### config.mk
export PLATFORM = sky130hd
export DESIGN_NAME = sd_card_init_sequencer_top
export DESIGN_NICKNAME = d
export VERILOG_FILES = /design/src/sdinit_pkg.sv /design/src/sdinit_next.sv /design/src/sd_card_init_sequencer_top.sv
export SDC_FILE = /design/constraint.sdc
export NUM_CORES = 1
export LEC_CHECK = 0
export BUFFER_PORTS_ARGS = -buffer_cell sky130_fd_sc_hd__buf_2
export CAP_MARGIN = 5
export CELL_PAD_IN_SITES_DETAIL_PLACEMENT = 1
export CELL_PAD_IN_SITES_GLOBAL_PLACEMENT = 2
export CORE_MARGIN = 3
export CORE_UTILIZATION = 37
export CTS_BUF_LIST = sky130_fd_sc_hd__clkbuf_8
export CTS_CLUSTER_DIAMETER = 200
export CTS_CLUSTER_SIZE = 16
export DETAILED_ROUTE_END_ITERATION = 12
export PLACE_DENSITY = 0.84
export SYNTH_ARGS = -nofsm -noshare
export SYNTH_HDL_FRONTEND = slang
export SYNTH_SLANG_ARGS = --single-unit
export TNS_END_PERCENT = 50
### constraint.sdc
create_clock -name clk_i -period 2.52 [get_ports clk_i]
set_input_delay 0.756 -clock clk_i [delete_from_list [all_inputs] [get_ports clk_i]]
set_output_delay 0.756 -clock clk_i [all_outputs]
set_load 0.005 [all_outputs]
### src/sdinit_pkg.sv
package sdinit_pkg;

  // card phase
  localparam logic [1:0] PhIdle  = 2'd0;
  localparam logic [1:0] PhReady = 2'd1;
  localparam logic [1:0] PhIdent = 2'd2;
  localparam logic [1:0] PhStby  = 2'd3;

  // idle phase steps
  localparam logic [2:0] IsCmd0   = 3'd0;
  localparam logic [2:0] IsCmd8   = 3'd1;
  localparam logic [2:0] IsCmd55  = 3'd2;
  localparam logic [2:0] IsAcmd41 = 3'd3;
  localparam logic [2:0] IsCheck  = 3'd4;

  // ready phase steps
  localparam logic [1:0] RsCmd11 = 2'd0;
  localparam logic [1:0] RsCmd2  = 2'd1;
  localparam logic [1:0] RsCid   = 2'd2;

  // identification phase steps
  localparam logic DsCmd3 = 1'b0;
  localparam logic DsRca  = 1'b1;

  // response kinds
  localparam logic [2:0] RkR1 = 3'd0;
  localparam logic [2:0] RkR2 = 3'd1;
  localparam logic [2:0] RkR3 = 3'd2;
  localparam logic [2:0] RkR6 = 3'd3;
  localparam logic [2:0] RkR7 = 3'd4;

  // card kinds
  localparam logic [1:0] KindUnknown = 2'd0;
  localparam logic [1:0] KindV1      = 2'd1;
  localparam logic [1:0] KindV2Sc    = 2'd2;
  localparam logic [1:0] KindV2Hc    = 2'd3;

  // command numbers
  localparam logic [5:0] Cmd0  = 6'd0;
  localparam logic [5:0] Cmd2  = 6'd2;
  localparam logic [5:0] Cmd3  = 6'd3;
  localparam logic [5:0] Cmd8  = 6'd8;
  localparam logic [5:0] Cmd11 = 6'd11;
  localparam logic [5:0] Cmd41 = 6'd41;
  localparam logic [5:0] Cmd55 = 6'd55;

  // engine error codes
  localparam logic [1:0] ErrNone   = 2'd0;
  localparam logic [1:0] ErrNoResp = 2'd1;

  // configuration register indexes
  localparam logic [1:0] CfgPcie1v2  = 2'd0;
  localparam logic [1:0] CfgPcieAvl  = 2'd1;
  localparam logic [1:0] CfgSupply   = 2'd2;
  localparam logic [1:0] CfgCheckPat = 2'd3;

  localparam logic [23:0] VoltWindowReset = 24'hFF8000;

  typedef struct packed {
    logic        pcie_1v2;
    logic        pcie_avl;
    logic [3:0]  supply;
    logic [7:0]  check_pat;
  } cfg_t;

  typedef struct packed {
    logic [1:0]  phase;
    logic [2:0]  idle_step;
    logic [1:0]  ready_step;
    logic        ident_step;
    logic        req_pend;
    logic        awaiting;
    logic [5:0]  pend_idx;
    logic [31:0] pend_arg;
    logic [2:0]  pend_kind;
    logic        last_ready;   // bit 31 of the last response
    logic [1:0]  kind;
    logic        high_cap;
    logic        low_volt;
    logic [23:0] volt_win;
    logic [15:0] rca;
    logic        slow_clk;
    logic        clr_pulse;
  } state_t;

  localparam state_t StateReset = '{
    phase:      PhIdle,
    idle_step:  IsCmd0,
    ready_step: RsCmd11,
    ident_step: DsCmd3,
    req_pend:   1'b0,
    awaiting:   1'b0,
    pend_idx:   6'd0,
    pend_arg:   32'd0,
    pend_kind:  RkR1,
    last_ready: 1'b0,
    kind:       KindUnknown,
    high_cap:   1'b1,
    low_volt:   1'b0,
    volt_win:   VoltWindowReset,
    rca:        16'd0,
    slow_clk:   1'b1,
    clr_pulse:  1'b0
  };

endpackage

### src/sdinit_next.sv
module sdinit_next (
  input  sdinit_pkg::state_t cur_i,
  input  sdinit_pkg::cfg_t   cfg_i,
  input  logic               req_accepted_i,
  input  logic               resp_valid_i,
  input  logic [31:0]        resp_argument_i,
  input  logic [1:0]         engine_error_i,
  output sdinit_pkg::state_t nxt_o
);

  always_comb begin
    nxt_o = cur_i;
    nxt_o.clr_pulse = 1'b0;

    if (cur_i.req_pend) begin
      if (req_accepted_i) begin
        nxt_o.req_pend = 1'b0;
        nxt_o.awaiting = 1'b1;
      end
    end else if (resp_valid_i && cur_i.awaiting) begin
      nxt_o.awaiting   = 1'b0;
      nxt_o.last_ready = resp_argument_i[31];
      if (cur_i.pend_kind == sdinit_pkg::RkR3) begin
        // OCR only counts once the card reports power-up done
        if (resp_argument_i[31]) begin
          nxt_o.volt_win = resp_argument_i[23:0];
          nxt_o.high_cap = resp_argument_i[30];
          if (resp_argument_i[30]) begin
            nxt_o.kind = sdinit_pkg::KindV2Hc;
          end else if (cur_i.kind == sdinit_pkg::KindUnknown) begin
            nxt_o.kind = sdinit_pkg::KindV2Sc;
          end
          nxt_o.low_volt = resp_argument_i[24];
        end
      end else if (cur_i.pend_kind == sdinit_pkg::RkR6) begin
        nxt_o.rca = resp_argument_i[31:16];
      end
    end else if (cur_i.awaiting) begin
      // waiting for the response
    end else begin
      unique case (cur_i.phase)
        sdinit_pkg::PhIdle: begin
          nxt_o.slow_clk = 1'b1;
          unique case (cur_i.idle_step)
            sdinit_pkg::IsCmd0: begin
              nxt_o.kind      = sdinit_pkg::KindUnknown;
              nxt_o.high_cap  = 1'b1;
              nxt_o.low_volt  = 1'b0;
              nxt_o.rca       = '0;
              nxt_o.req_pend  = 1'b1;
              nxt_o.pend_idx  = sdinit_pkg::Cmd0;
              nxt_o.pend_kind = sdinit_pkg::RkR1;
              nxt_o.pend_arg  = '0;
              nxt_o.idle_step = sdinit_pkg::IsCmd8;
            end
            sdinit_pkg::IsCmd8: begin
              nxt_o.pend_idx  = sdinit_pkg::Cmd8;
              nxt_o.pend_kind = sdinit_pkg::RkR7;
              nxt_o.pend_arg  = {18'd0, cfg_i.pcie_1v2, cfg_i.pcie_avl,
                                 cfg_i.supply, cfg_i.check_pat};
              if (engine_error_i == sdinit_pkg::ErrNone) begin
                nxt_o.req_pend  = 1'b1;
                nxt_o.idle_step = sdinit_pkg::IsCmd55;
              end else begin
                nxt_o.clr_pulse = 1'b1;
                nxt_o.idle_step = sdinit_pkg::IsCmd0;
              end
            end
            sdinit_pkg::IsCmd55: begin
              // no answer to CMD8: version 1.x card
              if (engine_error_i == sdinit_pkg::ErrNoResp) begin
                nxt_o.kind      = sdinit_pkg::KindV1;
                nxt_o.high_cap  = 1'b0;
                nxt_o.clr_pulse = 1'b1;
              end
              nxt_o.req_pend  = 1'b1;
              nxt_o.pend_idx  = sdinit_pkg::Cmd55;
              nxt_o.pend_kind = sdinit_pkg::RkR1;
              nxt_o.pend_arg  = '0;
              nxt_o.idle_step = sdinit_pkg::IsAcmd41;
            end
            sdinit_pkg::IsAcmd41: begin
              nxt_o.req_pend  = 1'b1;
              nxt_o.pend_idx  = sdinit_pkg::Cmd41;
              nxt_o.pend_kind = sdinit_pkg::RkR3;
              nxt_o.pend_arg  = {1'b0, cur_i.high_cap, 5'd0, cur_i.low_volt,
                                 cur_i.volt_win};
              nxt_o.idle_step = sdinit_pkg::IsCheck;
            end
            sdinit_pkg::IsCheck: begin
              if (!cur_i.last_ready) begin
                nxt_o.idle_step = sdinit_pkg::IsCmd55;
              end else begin
                nxt_o.ready_step = cur_i.low_volt ? sdinit_pkg::RsCmd11
                                                  : sdinit_pkg::RsCmd2;
                nxt_o.phase = sdinit_pkg::PhReady;
              end
            end
            default: begin
              nxt_o.idle_step = sdinit_pkg::IsCmd0;
            end
          endcase
        end
        sdinit_pkg::PhReady: begin
          unique case (cur_i.ready_step)
            sdinit_pkg::RsCmd11: begin
              nxt_o.req_pend   = 1'b1;
              nxt_o.pend_idx   = sdinit_pkg::Cmd11;
              nxt_o.pend_kind  = sdinit_pkg::RkR1;
              nxt_o.pend_arg   = '0;
              nxt_o.ready_step = sdinit_pkg::RsCmd2;
            end
            sdinit_pkg::RsCmd2: begin
              nxt_o.req_pend   = 1'b1;
              nxt_o.pend_idx   = sdinit_pkg::Cmd2;
              nxt_o.pend_kind  = sdinit_pkg::RkR2;
              nxt_o.pend_arg   = '0;
              nxt_o.ready_step = sdinit_pkg::RsCid;
            end
            sdinit_pkg::RsCid: begin
              nxt_o.phase      = sdinit_pkg::PhIdent;
              nxt_o.ident_step = sdinit_pkg::DsCmd3;
            end
            default: begin
              // unused step code holds
            end
          endcase
        end
        sdinit_pkg::PhIdent: begin
          if (cur_i.ident_step == sdinit_pkg::DsCmd3) begin
            nxt_o.req_pend   = 1'b1;
            nxt_o.pend_idx   = sdinit_pkg::Cmd3;
            nxt_o.pend_kind  = sdinit_pkg::RkR6;
            nxt_o.pend_arg   = '0;
            nxt_o.ident_step = sdinit_pkg::DsRca;
          end else begin
            nxt_o.phase    = sdinit_pkg::PhStby;
            nxt_o.slow_clk = 1'b0;
          end
        end
        default: begin
          // standby: nothing left to do
        end
      endcase
    end
  end

endmodule

### src/sd_card_init_sequencer_top.sv
// SD-mode card bring-up sequencer. Each input item is one snapshot of the
// command engine (accept, response with argument, error code); each item gives
// exactly one result item holding the command request and card status as they
// stand after that item. One item per clock cycle: the next-state logic is a
// single combinational pass into the sequencer registers, which also serve as
// the result register, so an item is accepted whenever the result slot is empty
// or is being taken in the same cycle. Configuration writes are always ready and
// take effect from the next item.
module sd_card_init_sequencer_top (
  input  logic        clk_i,
  input  logic        rst_ni,

  input  logic        in_valid_i,
  output logic        in_stall_o,
  input  logic        req_accepted_i,
  input  logic        resp_valid_i,
  input  logic [31:0] resp_argument_i,
  input  logic [1:0]  engine_error_i,

  output logic        out_valid_o,
  input  logic        out_stall_i,
  output logic        cmd_valid_o,
  output logic [5:0]  cmd_index_o,
  output logic [31:0] cmd_argument_o,
  output logic [2:0]  expected_resp_o,
  output logic        error_clear_o,
  output logic        slow_clock_enable_o,
  output logic [1:0]  card_kind_o,
  output logic [1:0]  card_phase_o,
  output logic [15:0] relative_address_o,

  input  logic        cfg_valid_i,
  output logic        cfg_ready_o,
  input  logic [1:0]  cfg_index_i,
  input  logic [7:0]  cfg_data_i
);

  sdinit_pkg::cfg_t   cfg_q;
  sdinit_pkg::state_t st_q, st_d;
  logic               out_valid_q;
  logic               in_acc;

  assign cfg_ready_o = 1'b1;
  assign in_stall_o  = out_valid_q & out_stall_i;
  assign in_acc      = in_valid_i & ~in_stall_o;

  always_ff @(posedge clk_i or negedge rst_ni) begin
    if (!rst_ni) begin
      cfg_q.pcie_1v2  <= 1'b0;
      cfg_q.pcie_avl  <= 1'b0;
      cfg_q.supply    <= 4'd1;
      cfg_q.check_pat <= 8'h55;
    end else if (cfg_valid_i) begin
      unique case (cfg_index_i)
        sdinit_pkg::CfgPcie1v2:  cfg_q.pcie_1v2  <= cfg_data_i[0];
        sdinit_pkg::CfgPcieAvl:  cfg_q.pcie_avl  <= cfg_data_i[0];
        sdinit_pkg::CfgSupply:   cfg_q.supply    <= cfg_data_i[3:0];
        sdinit_pkg::CfgCheckPat: cfg_q.check_pat <= cfg_data_i;
        default: begin
        end
      endcase
    end
  end

  sdinit_next u_next (
    .cur_i           (st_q),
    .cfg_i           (cfg_q),
    .req_accepted_i  (req_accepted_i),
    .resp_valid_i    (resp_valid_i),
    .resp_argument_i (resp_argument_i),
    .engine_error_i  (engine_error_i),
    .nxt_o           (st_d)
  );

  always_ff @(posedge clk_i or negedge rst_ni) begin
    if (!rst_ni) begin
      st_q <= sdinit_pkg::StateReset;
    end else if (in_acc) begin
      st_q <= st_d;
    end
  end

  always_ff @(posedge clk_i or negedge rst_ni) begin
    if (!rst_ni) begin
      out_valid_q <= 1'b0;
    end else if (in_acc) begin
      out_valid_q <= 1'b1;
    end else if (!out_stall_i) begin
      out_valid_q <= 1'b0;
    end
  end

  assign out_valid_o         = out_valid_q;
  assign cmd_valid_o         = st_q.req_pend;
  assign cmd_index_o         = st_q.pend_idx;
  assign cmd_argument_o      = st_q.pend_arg;
  assign expected_resp_o     = st_q.pend_kind;
  assign error_clear_o       = st_q.clr_pulse;
  assign slow_clock_enable_o = st_q.slow_clk;
  assign card_kind_o         = st_q.kind;
  assign card_phase_o        = st_q.phase;
  assign relative_address_o  = st_q.rca;

endmodule
# --- After elaboration in Yosys (flattened, before gate mapping) ---
# Index checks and enable logic that the tools add are counted.
totals:
  inputBits: 51
  out_inout_bits: 67
  reg_bits: 113
classes:
  reduce_logical: 34
  n_bitwise: 6
  n_mux: 55
  n_eq_ne: 31
op_table:
  columns: ["operator", "count"]
  rows:
  - ["41-bit one-hot mux with 4 select lines", 1]
  - ["41-bit one-hot mux with 3 select lines", 1]
  - ["41-bit one-hot mux with 2 select lines", 1]
  - ["16-bit 2-to-1 mux", 5]
  - ["28-bit 2-to-1 mux", 2]
  - ["41-bit 2-to-1 mux", 1]
  - ["8-bit AND reduction", 3]
  - ["2-bit 2-to-1 mux", 11]
  - ["2-bit inequality test (second input constant)", 11]
  - ["18-bit 2-to-1 mux", 1]
  - ["6-bit AND reduction", 3]
  - ["9-bit AND reduction", 2]
  - ["1-bit 2-to-1 mux", 17]
  - ["3-bit one-hot mux with 5 select lines", 1]
  - ["7-bit AND reduction", 2]
  - ["3-bit by 2-bit == test with 1-bit output (second input constant)", 4]
  - ["4-bit 2-to-1 mux", 3]
  - ["2-bit nonzero test", 6]
  - ["2-bit zero test", 5]
  - ["2-bit by 1-bit == test with 1-bit output (second input constant)", 4]
  - ["2-bit == test (second input constant)", 4]
  - ["1-bit one-hot mux with 2 select lines", 4]
  - ["2-bit one-hot mux with 2 select lines", 2]
  - ["2-bit AND reduction", 4]
  - ["other kinds (19)", 28]

# --- Logic depth before layout (Yosys ltp) ---
depth:
  word_depth: 7
  depth_mapped: 8
  ltp_nobuf: 6

# --- By module ---
# Synthesis repeated with hierarchy kept, for this count alone.
unflattened:
  cells_unflattened: 581
  hier_area_um2: 6749.0
modules_own_cells:
  columns: ["mod", "n_inst", "area_per_inst_um2", "seq_area_each_um2", "cells_each"]
  rows:
  - ["sd_card_init_sequencer_top", 1, 4815.9, 2847.7, 306]
  - ["sdinit_next", 1, 1933.1, 0.0, 275]

# --- Worst setup path after synthesis ---
# Ideal clock, no wire load.
synth_path:
  path_type: "input-to-reg"
  from: "input in_valid_i"
  to: "register st_q (netlist bit relative_address_o[10])"
  path_slack_ns: 0.422
  n_path_buf: 1
  required_ns: 2.395
  path_stages: 5
  arrival_ns: 1.973
  setup_time_ns: 0.125
  cell_sequence: "a21bo_4 a211o_4 a21oi_4 buf_12 mux2_4"
synth_via:
  elab_chain_len: 2
synth_lines:
  columns: ["element", "line", "text"]
  rows:
  - ["start, declared", "sd_card_init_sequencer_top.sv:13", "input logic in_valid_i,"]
  - ["1-bit AND", "sd_card_init_sequencer_top.sv:45", "assign in_acc = in_valid_i & ~in_stall_o;"]
  - ["7-bit AND reduction (no line)", null, null]
  - ["end signal, assigned", "sd_card_init_sequencer_top.sv:77", "st_q <= sdinit_pkg::StateReset;"]
  - ["end signal, assigned", "sd_card_init_sequencer_top.sv:79", "st_q <= st_d;"]
  - ["end, declared", "sd_card_init_sequencer_top.sv:39", "sdinit_pkg::state_t st_q, st_d;"]
# Every way passes these cells.
# A chain may end at the register's enable or synchronous reset.

# --- Worst setup path in the final report ---
layout_path:
  from: "register st_q (netlist bit card_phase_o[0])"
  to: "register st_q (netlist bit card_kind_o[0])"
layout_via:
  elab_chain_len: 3
layout_lines:
  columns: ["element", "line", "text"]
  rows:
  - ["2-bit zero test", "sdinit_next.sv:41", "unique case (cur_i.phase)"]
  - ["2-bit nonzero test (no line)", null, null]
  - ["9-bit AND reduction (no line)", null, null]
# Every way passes these cells.

==> results.py <==
metrics = {
    "clock_tree": {
        "post_cts_resized": 0,
        "clock_path_buffers": 2,
        "tritoncts_num_sinks": 106,
        "path_clk_slew_ns": 0.11,
        "cts_inserted_buffers": 9,
        "cts_hold_buf": 0,
        "post-cts-setup-buffers": 0,
        "clk_latency_ns": 0.39,
        "cts.htree.levels": 3,
        "cts_tree": "built",
        "cts-root-buf": "clkbuf_8",
    },
    "sta": {
        "fin_setup_tns_ns": 0,
        "final-setup-viol-count": 0,
        "timing.fmax_mhz": 462.3,
        "finalHoldViolations": 0,
        "fin_crit_ns": 2.163,
        "rsz0062_at_grt": "no",
        "slew_headroom_pct": 58.19,
        "tightest_slew_ns": 0.6271,
        "slew_viol_final": 0,
        "finalCritPeriodShare_pct": 85.83,
        "fin_ws_ns": 0.3570,
        "clock_skew_ns": 0.01004,
    },
    "yosys": {
        "synth_common_cells": "90 x dfrtp_1, 71 x mux2_2, 66 x buf_4",
        "synth_area_mm2": 0.005553,
        "synth_most_common_cell": "dfrtp_1",
        "synth_edf_count": 0,
        "yosys_warnings": 0,
        "yosys-top-cells-area": "dfrtp_1 41%, mux2_2 14%, buf_4 8.9%",
        "synth-async-reset-ratio_pct": 100.0,
        "postSynthCellCount": 468,
        "syn_avg_cell_area_um2": 11.87,
        "ys_ff_latch": 106,
        "synth_top_area_share_pct": 40.56,
        "ys_types": 55,
        "synthFlopType": "dfrtp_1",
        "ys_seq_area_share_pct": 48.13,
        "synth_top_cell_by_area": "dfrtp_1",
    },
    "die": {
        "dieHeight_um": 128.5,
        "coreArea_mm2": 0.01459,
        "dieArea_mm2": 0.01651,
        "initial_core_util_pct": 38.06,
        "fp-row-count": 44,
        "pin_count": 118,
        "die_w_um": 128.5,
    },
    "power": {
        "report.power.total_w": 0.005062,
        "vdd_drop_max_uv": 405.6,
        "p_leak_nw": 2.994,
        "power.density_mw_per_mm2": 834.8,
    },
    "placed_design": {
        "place_congestion": 0.7585,
        "dp_hpwl_mm": 8.904,
        "portBuffers": 110,
        "pre_cts_slack_ns": 0.1916,
    },
    "grt": {
        "grt_pass1_wl_mm": 19.78,
        "grt_start_max_net_pins": 107,
        "grt.overflow.total": 0,
        "grt_pass1_vias": 3750,
        "track_usage_pct": 15.23,
        "antenna_found_initial": 0,
    },
    "critical_path": {
        "critPathMaxFanout": 8,
        "critPathLaunchType": "register",
        "cp.arrival_ns": 2.45,
        "cp-end-kind": "register",
        "critPathSlowestCell": "dfrtp_1",
        "slowest_delay_ns": 0.46,
        "crit_chain": "inv_1 > ha_1 > nand2b_1 > a2111oi_4 > o221ai_2 > mux2_1",
        "rr_worst_depth": 6,
        "path_class": "reg -> reg",
        "cp.required_ns": 2.80,
    },
    "drt": {
        "totalWireLength_mm": 12.26,
        "dr.pass1.iters": 4,
        "vias": 3508,
        "avgRoutedWirePerCell_um": 17.29,
        "drtAntennaViolNets": 0,
        "viasPerCell": 4.948,
        "drt_drc_violations_left": 0,
        "drt-initial-drc-count": 101,
    },
    "final_layout": {
        "num_antenna_cells": 0,
        "synthToLayoutAreaGrowth_pct": 9.193,
        "nNetsFinal": 576,
        "drive_gt1_share_pct": 47.05,
    },
    "job": {
        "cap_violations": 0,
    },
    "min_path": {
        "hold_path_class": "in -> async",
    },
    "outcome": {
        "run_status": "completed",
    },
}
## worst max-delay path: cells and delay by family (launching register included)
kind / cells / cell delay, ns
simple gates: 1 / 0.19
buf+inv: 1 / 0.14
compound gates: 2 / 0.59
fa+ha+maj: 1 / 0.34
mux: 1 / 0.33
flops: 1 / 0.46
## through the flow
step           utilization (%)  area [µm²]  hold WS [ns]  instances
2_1_floorplan                -        5572        0.4604        473
3_3_place_gp             40.14        5856        0.4717        693
3_5_place_dp             40.14        5856        0.4861        693
4_1_cts                  41.56        6063        0.4425        709
5_1_grt                  41.56        6063        0.4402        709
6_report                 41.56        6063        0.3811        709
## layer usage
layer	GRT usage [%]	routed length, µm	vias up
li1	-	-	1626
met3	4.483	798	8
met1	19.42	5415	1781
met4	4.324	126	0
met5	0	0	-
met2	25.28	5919	93
## sequential cells by signal, indices dropped and copies added, names as in the netlist
name                 flops
cmd_argument_o          26
out_valid_o              1
card_phase_o             2
cmd_index_o              5
st_q                    34
card_kind_o              2
relative_address_o      16
slow_clock_enable_o      1
error_clear_o            1
cmd_valid_o              1
cfg_q                   14
expected_resp_o          3
## path summary, 6_finish.rpt
| kind | to | from | slack, ns |
|---|---|---|---|
| worst max-delay path | card_kind_o[0] | card_phase_o[0] | 0.36 |
| worst min-delay path | relative_address_o[11] | rst_ni | 0.38 |
| worst max register to register | card_kind_o[0] | card_phase_o[0] | 0.36 |
| worst min register to register | slow_clock_enable_o | slow_clock_enable_o | 0.50 |
| max in group asynchronous | cmd_argument_o[5] | rst_ni | 1.62 |
| min in group clk_i | slow_clock_enable_o | slow_clock_enable_o | 0.50 |
## cells by family after synthesis
family	Yosys count	share of synthesized area, %
AO/OA/AOI/OAI	35	5.364
AND/OR/NAND/NOR	100	9.599
multiplexers	113	22.89
buffers and inverters	107	12.75
other	2	0.1352
adder cells (fa/ha/maj)	5	1.127
flip-flops	106	48.13
## placed cells by master, fill, tap and decap left out, types with 3 or more instances in the layout
master,count
dfstp_2,16
ha_1,5
nand2_1,27
a31oi_1,3
buf_2,109
buf_12,4
nor2_1,24
mux2_4,10
o21ai_0,6
mux2i_1,31
dfrtp_1,90
and3_1,16
conb_1,7
nand3_1,4
mux2_2,71
and2_1,4
inv_6,3
nand2b_1,8
buf_4,6
a21oi_1,6
inv_1,24
clkbuf_8,9
## cell type report
class | count | area (µm²)
clock inverters | 7 | 83.83
well taps | 184 | 230.2
fillers | 1595 | 8526
repair buffers | 119 | 670.6
clock buffers | 9 | 123.9
multi-input cells | 260 | 2192
flip-flops and latches | 106 | 2673
inverters | 24 | 90.09
## where the power goes
part / switching [W] / internal [W] / total, W / leakage, nW
logic: 0.000843 / 0.000774 / 0.00162 / 1.52
clock network: 0.000645 / 0.000479 / 0.00112 / 0.103
registers: 0.000296 / 0.00203 / 0.00232 / 1.37
total: 0.00178 / 0.00328 / 0.00506 / 2.99
No activity file was read; power rests on OpenSTA's default activity.
